===== src/sv/lew_ram.sv =====
// generic simple dual port ram with registered read
module lew_ram #(
  parameter int WIDTH = 8,
  parameter int DEPTH = 16
) (
  input  logic                                         clk,
  input  logic                                         we,
  input  logic [((DEPTH > 1) ? $clog2(DEPTH) : 1)-1:0] waddr,
  input  logic [WIDTH-1:0]                             wdata,
  input  logic [((DEPTH > 1) ? $clog2(DEPTH) : 1)-1:0] raddr,
  output logic [WIDTH-1:0]                             rdata
);

  logic [WIDTH-1:0] mem [DEPTH];

  always_ff @(posedge clk) begin
    if (we) begin
      mem[waddr] <= wdata;
    end
    rdata <= mem[raddr];
  end

endmodule

===== config.mk =====
export PLATFORM = sky130hd
export DESIGN_NAME = lew_ram
export DESIGN_NICKNAME = d
export VERILOG_FILES = /design/src/sv/lew_ram.sv
export SDC_FILE = /design/constraint.sdc
export NUM_CORES = 1
export LEC_CHECK = 0
export ABC_AREA = 1
export BUFFER_PORTS_ARGS = -buffer_cell sky130_fd_sc_hd__buf_4
export CAP_MARGIN = 40
export CORE_AREA = 10 10 110 112
export CTS_CLUSTER_SIZE = 20
export DETAILED_ROUTE_END_ITERATION = 8
export DIE_AREA = 0 0 120 122
export PLACE_DENSITY = 0.84
export SYNTH_ARGS = -nofsm -noshare
export SYNTH_HDL_FRONTEND = slang
export SYNTH_SLANG_ARGS = --single-unit

===== constraint.sdc =====
create_clock -name clk -period 1.34 [get_ports clk]
set_input_delay 0.201 -clock clk [delete_from_list [all_inputs] [get_ports clk]]
set_output_delay 0.201 -clock clk [all_outputs]
set_load 0.02 [all_outputs]

Word level (Yosys, flattened, before mapping)

Memories as Yosys holds them, arrays and structs flattened. A register that Yosys moved wholly into a read port is not among the register bits.
Cells that the tools add are included.

Mux-type cells: 2

Operator list:

| kind   | count |
|---|---|
| $mux 1 | 2 |

Bits in registers: 0
Memory bits (writable): 128
Bits of input ports: 18
Output and inout bits: 8
Word-level logic and storage cells: 3
Memories kept: 1

Memory list:

| name | words | width | rd ports | clocked after memory_dff | write ports | line | source |
|---|---|---|---|---|---|---|---|
| mem  | 16    | 8     | 1        | 1                        | 1           | 14   | `logic [WIDTH-1:0] mem [DEPTH];` |

Logic depth before layout (Yosys ltp)

Gate-level depths: netlist (run 1).

Depth in word-level cells: 2
Mapped depth: 8
Depth with buffers taken out: 7

Worst setup path before layout (run 1)

OpenSTA, ideal clock, no wires.

Path kind: input to register
Start point: input waddr[2] (netlist bit)
End point: memory mem[10][0] (enable)
Library setup time: 370 ps
Arrival: 782 ps
Data required time: 970 ps
Slack: 188 ps
Cell stages on the path: 2
Path buffers: 0
Cells stage by stage: nand3b_1 > nor2_1

RTL lines:

| what        | line | source |
|---|---|---|
| from (decl) | 8    | `input logic [((DEPTH > 1) ? $clog2(DEPTH) : 1)-1:0] waddr,` |
| to (decl)   | 14   |  |

No word-level cell before the write port.

Final worst setup path (run 1)

Start point: register rdata[2], read port of mem
End point: output rdata[2]

RTL lines:

| what        | line | source |
|---|---|---|
| from (decl) | 11   | `output logic [WIDTH-1:0] rdata` |

No word-level cell between the ends.

==> flow_summary.yaml, run 1 <==
min_path:
  launch_instance_of_the_worst_min_delay_path: "wdata[7]"
  hold_end: "mem[6][7]"
  hp-class: "primary input to flip-flop"
  worstHoldPathCells: 1
die:
  die_height_um: 122
  placement_rows: 37
  floorplan.initialDensity_pct: 57.4
  boundaryPins: 26
  die_width_um: 120
  die_area_um2: 14600
  design.core.area_um2: 10000
critical_path:
  critPathSlowestCell: "sky130_fd_sc_hd__dfxtp_1"
  timing.critical_path.to_type: "output port"
  worst_r2r_endpoint: "rdata[4]"
  crit_reg_reg_startpoint: "mem[10][4]"
  setup.worst_path.start: "rdata[2]"
  count_of_buffer_and_inverter_cells_on_the_critical_path: 1
  critical_path_peak_fanout: 1
  worstPathArrival_ns: 1.07
  startpoint_type: "flip-flop"
  delay_heaviest_family_cp: "flip-flops"
  critical_path.cell_chain: "buf_4"
  worst-r2r-cell-count: 6
  setup.reg_to_reg.worst_slack_ns: 0.20
  critical_path.max_stage_delay_ns: 0.37
  timing.critical_path.required_ns: 1.14
  path_class: "flip-flop to output port"
synth:
  yosys_warnings: 0
  synth.avg_cell_area_um2: 10.5
  syn-instance-count: 551
  ys_ff_latch: 136
  synth_fp_nets: 569
  seq_area_frac_synth_pct: 69.4
  synth.cell_area_um2: 5770
  netlist-cell-type-count: 12
placement:
  placement.setup.worst_slack_ns: 0.135
  routability_congestion: 0.871
  placed_cell_area_um2: 6200
  port_buffers: 25
  numPlacedInstances: 714
  post-dp-hpwl_um: 7960
power:
  leakage_nw: 2.97
  sequentialPowerShare_pct: 50.7
  share_comb_of_total_power_pct: 7.0
  power.switching_mw: 2.07
  powerDensity_nw_per_um2: 1390
  peakVddDrop_uv: 924
  clkPwrFrac_pct: 42.3
  internal-power_mw: 7.39
  report.power.total_mw: 9.46
  power.share.switching_pct: 21.9
layout:
  num_antenna_cells: 0
  area_delta_synth_final_pct: 17.8
  drive_above_1_share_pct: 12.5
  final_core_utilization_pct: 67.6
  final_instance_area_um2: 6790
  finalNonFillerCells: 754
  nets: 623
sta:
  period_minus_slack_ns: 1.27
  final.period_utilization_pct: 95.0
  achievable-frequency_ghz: 0.786
  setup-violations-final: 0
  slew_at_the_pin_with_the_worst_max_slew_slack_ns: 0.388
  slew_headroom_pct: 74.1
  hold_viol_final: 0
  finalWorstSetupSlack_ns: 0.0672
  setup_tns_ns: 0
  final.hold.worst_slack_ns: 0.00879
  timing.clock.skew_ns: 0.00543
  rsz0062_at_grt: "no"
  finalMaxSlewViolations: 0
drt:
  drt-initial-drc-count: 423
  residual_drc: 0
  detail-route-antenna-nets: 0
  via_count: 4022
  via_per_inst: 5.33
  detail_route.first_pass.iterations: 7
  finalWirelength_um: 12700
  route.detailed.wl_per_inst_um: 16.9
global_routing:
  number_of_global_route_vias_before_repair: 4075
  grt.overflow.total: 0
  grt_first_pass_wirelength_um: 20500
  global_route.usage.total_pct: 18.4
  antenna_found_initial: 0
  grt_start_max_net_pins: 46
clock_network:
  cts.clk_slew.worst_paths_ns: 0.06
  clk_root_buffer_cell: "sky130_fd_sc_hd__clkbuf_8"
  ctsResizeCount: 0
  clock_insertion_delay_worst_skew_ns: 0.54
  cts_post_setup_buffers_inserted: 0
  clock_tree.htree_level_count: 4
  cts_hold_repair.buffers: 8
  cts_sinks: 136
  clock_tree_from_tritoncts: "yes"
  tritoncts.num_buffers: 17
  ctsLongestPathBuffers: 2
job:
  maxCapViolCount: 0
status:
  run_status: "finished, final reports clean"
-- power by group through the flow --
stage	registers, mW	clock network (mW)	logic, mW
finish	4.79	4.00	0.665
global route	4.80	4.19	0.732
CTS	4.79	4.02	0.662
detailed placement	4.88	0	0.629
global placement	4.88	0	0.611
floorplan	4.90	0	0.336
-- cell families (layout without fill, tap and decap cells) --
group	count (synthesis)	in the layout	share of synthesized area [%]
buf+inv	126	193	9.52
simple gates	289	289	21.0
flops	136	136	69.4
-- registers in the layout (all words and copies together) (netlist names) --
signal	flops
mem	128
rdata	8
-- placed cells by master, fill, tap and decap left out, drive strengths merged, types with 2 or more instances in the layout --
cell,n
buf,51
clkbuf,19
clkinv,10
clkinvlp,2
dfxtp,8
dlygate4sd3,8
edfxtp,128
inv,102
nand2,173
nand3,97
nand3b,2
nor2,17
-- routing by layer --
layer	wire, µm	track usage, %	part of all wire [%]	vias to the layer above
met5	0	0	0	-
met4	423	11.1	3.3	0
met3	928	4.67	7.3	43
met2	6700	32.5	53	197
met1	4690	19.7	37	1901
li1	-	-	-	1881
-- worst max-delay path by stage --
| stage | endpoint | depth (start not counted) | slack (ns) |
|---|---|---|---|
| after floorplan | mem[10][0] | 2 | 0.19 |
| after global placement | rdata[1] | 7 | 0.14 |
| after detailed placement | rdata[1] | 7 | 0.13 |
| after CTS | rdata[3] | 1 | 0.04 |
| after global routing | rdata[2] | 1 | 0.05 |
| final | rdata[2] | 1 | 0.07 |
-- worst reg2reg max path: cells and delay by family (launching register included) --
kind	cells	cell delay (ns)
DFF	1	0.41
and+or+nand+nor	5	0.51
buffers and inverters	1	0.10
-- cell type report --
class	count	area, µm²
timing repair buffer	59	513
multi-input combinational	289	1210
clock inverter	13	87.6
sequential	136	4000
inverter	102	383
tap	136	170
clock buffer	19	422
fill	677	3250
-- cell usage after synthesis --
cell,count,area [µm²]
sky130_fd_sc_hd__nand2_1,173,649
sky130_fd_sc_hd__edfxtp_1,128,3840
sky130_fd_sc_hd__inv_1,100,375
sky130_fd_sc_hd__nand3_1,97,485
sky130_fd_sc_hd__nor2_1,17,63.8
sky130_fd_sc_hd__buf_2,13,65.1
sky130_fd_sc_hd__dfxtp_1,8,160
sky130_fd_sc_hd__buf_6,6,67.6
sky130_fd_sc_hd__buf_4,4,30.0
sky130_fd_sc_hd__inv_2,2,7.51
sky130_fd_sc_hd__nand3b_1,2,15.0
sky130_fd_sc_hd__buf_1,1,3.75
No activity file was read; power rests on OpenSTA's default activity.
==> inputs of run 2 (changes only) <==
Settings changed: REMOVE_ABC_BUFFERS set to 1.
==> run 2 against run 1 <==
Against the previous run:
- core utilization grew 0.062 points
- final area is essentially flat
- sequential share of layout area shrank 0.054 points
- first-iteration DRC count up 21%
- combinational power grew 2%
- critical endpoint is now rdata[5]
- die area is the same
- non-clock buffer count down 5
- critical path depth unchanged
- clock power increased by 12%
- largest power group unchanged
- cell count shrank 0.66%
- highest routed layer unchanged
==> flow_summary.yaml, run 2 (synthesis gave the netlist of run 1 again) <==
clock_network:
  ctsLongestPathBuffers: 2
  tritoncts.num_buffers: 17
  clock_insertion_delay_worst_skew_ns: 0.53
  cts.clk_slew.worst_paths_ns: 0.06
  cts_post_setup_buffers_inserted: 0
  clock_tree_from_tritoncts: "yes"
  ctsResizeCount: 0
  cts_hold_repair.buffers: 2
  clock_tree.htree_level_count: 4
  clk_root_buffer_cell: "sky130_fd_sc_hd__clkbuf_8"
  cts_sinks: 136
critical_path:
  worstPathArrival_ns: 1.09
  worst-r2r-cell-count: 6
  setup.reg_to_reg.worst_slack_ns: 0.25
  critical_path.max_stage_delay_ns: 0.39
  critical_path_peak_fanout: 1
  timing.critical_path.to_type: "output port"
  worst_r2r_endpoint: "rdata[6]"
  path_class: "flip-flop to output port"
  crit_reg_reg_startpoint: "mem[0][6]"
  timing.critical_path.required_ns: 1.14
  count_of_buffer_and_inverter_cells_on_the_critical_path: 1
  startpoint_type: "flip-flop"
  delay_heaviest_family_cp: "flip-flops"
  critPathSlowestCell: "sky130_fd_sc_hd__dfxtp_1"
  critical_path.cell_chain: "buf_4"
placement:
  placed_cell_area_um2: 6200
  routability_congestion: 0.824
  post-dp-hpwl_um: 8070
  numPlacedInstances: 715
  port_buffers: 25
power:
  report.power.total_mw: 9.97
  internal-power_mw: 7.65
  power.share.switching_pct: 23.2
  powerDensity_nw_per_um2: 1470
  power.switching_mw: 2.32
  clkPwrFrac_pct: 45.2
  sequentialPowerShare_pct: 48.0
  leakage_nw: 2.96
  share_comb_of_total_power_pct: 6.8
  peakVddDrop_uv: 767
layout:
  finalNonFillerCells: 749
  nets: 618
  final_instance_area_um2: 6800
  final_core_utilization_pct: 67.7
  fillerInstances: 662
  num_antenna_cells: 0
  mostFrequentLayoutCell: "sky130_fd_sc_hd__nand2_1"
  area_delta_synth_final_pct: 17.9
  most_used_cells_in_the_layout_excluding_fill_and_tap_cells: "sky130_fd_sc_hd__nand2_1 (173), sky130_fd_sc_hd__edfxtp_1 (128), sky130_fd_sc_hd__inv_1 (100)"
  layout_top_registers: "mem (128), rdata (8)"
  largest_register_ffs: 128
  top_register: "mem"
  drive_above_1_share_pct: 14.0
sta:
  final.period_utilization_pct: 96.0
  finalMaxSlewViolations: 0
  setup_tns_ns: 0
  slew_headroom_pct: 73.6
  achievable-frequency_ghz: 0.777
  hold_viol_final: 0
  timing.clock.skew_ns: 0.00563
  rsz0062_at_grt: "no"
  slew_at_the_pin_with_the_worst_max_slew_slack_ns: 0.396
  setup-violations-final: 0
  period_minus_slack_ns: 1.29
die:
  boundaryPins: 26
  floorplan.initialDensity_pct: 57.4
  placement_rows: 37
  die_area_um2: 14600
  die_width_um: 120
  design.core.area_um2: 10000
  die_height_um: 122
min_path:
  hold_end: "mem[2][6]"
  hp-class: "primary input to flip-flop"
  worstHoldPathCells: 1
  launch_instance_of_the_worst_min_delay_path: "wdata[6]"
drt:
  via_count: 4126
  detail_route.first_pass.iterations: 7
  residual_drc: 0
  drt-initial-drc-count: 512
  finalWirelength_um: 13400
  via_per_inst: 5.51
  detail-route-antenna-nets: 0
  route.detailed.wl_per_inst_um: 17.9
status:
  run_status: "finished, final reports clean"
global_routing:
  grt_first_pass_wirelength_um: 21100
  grt.overflow.total: 0
  grt_start_max_net_pins: 65
  number_of_global_route_vias_before_repair: 4023
  global_route.usage.total_pct: 18.8
  antenna_found_initial: 0
job:
  maxCapViolCount: 0
-- run 2: worst max-delay path by stage --
stage	cells past startpoint	startpoint	endpoint
after floorplan	6	raddr[0]	rdata[2]
after global placement	5	waddr[0]	mem[0][4]
after detailed placement	8	raddr[0]	rdata[0]
after CTS	1	rdata[5]	rdata[5]
after global routing	1	rdata[5]	rdata[5]
final	1	rdata[5]	rdata[5]
-- run 2: power by group through the flow --
| stage | sequential (mW) | clock [mW] | combinational [mW] |
|---|---|---|---|
| finish | 4.79 | 4.50 | 0.680 |
| global route | 4.79 | 4.69 | 0.736 |
| CTS | 4.79 | 4.52 | 0.670 |
| detailed placement | 4.87 | 0 | 0.651 |
| global placement | 4.87 | 0 | 0.628 |
| floorplan | 4.90 | 0 | 0.257 |
-- run 2: stage by stage --
stage	setup slack (ns)	hold slack, ns
after floorplan	0.159	0.300
after global placement	0.123	0.536
after detailed placement	0.108	0.539
after CTS	0.0642	0.00477
after global routing	0.0447	0.0121
final	0.0533	0.0222
-- run 2: final cells by class --
cell class              count  area (µm²)  share of cell area, %
multi-input cells         289        1210                   17.9
inverters                 102         383                   5.63
well taps                 136         170                   2.50
repair buffers             54         448                   6.59
clock inverters            15         166                   2.45
flip-flops and latches    136        4000                   58.9
clock buffers              17         414                   6.09
-- run 2: metal layers --
| layer | global-route usage, % | routed length (µm) |
|---|---|---|
| met1 | 23.3 | 5040 |
| met2 | 29.8 | 6570 |
| met3 | 5.04 | 1320 |
| met4 | 10.3 | 455 |
| met5 | 0 | 0 |
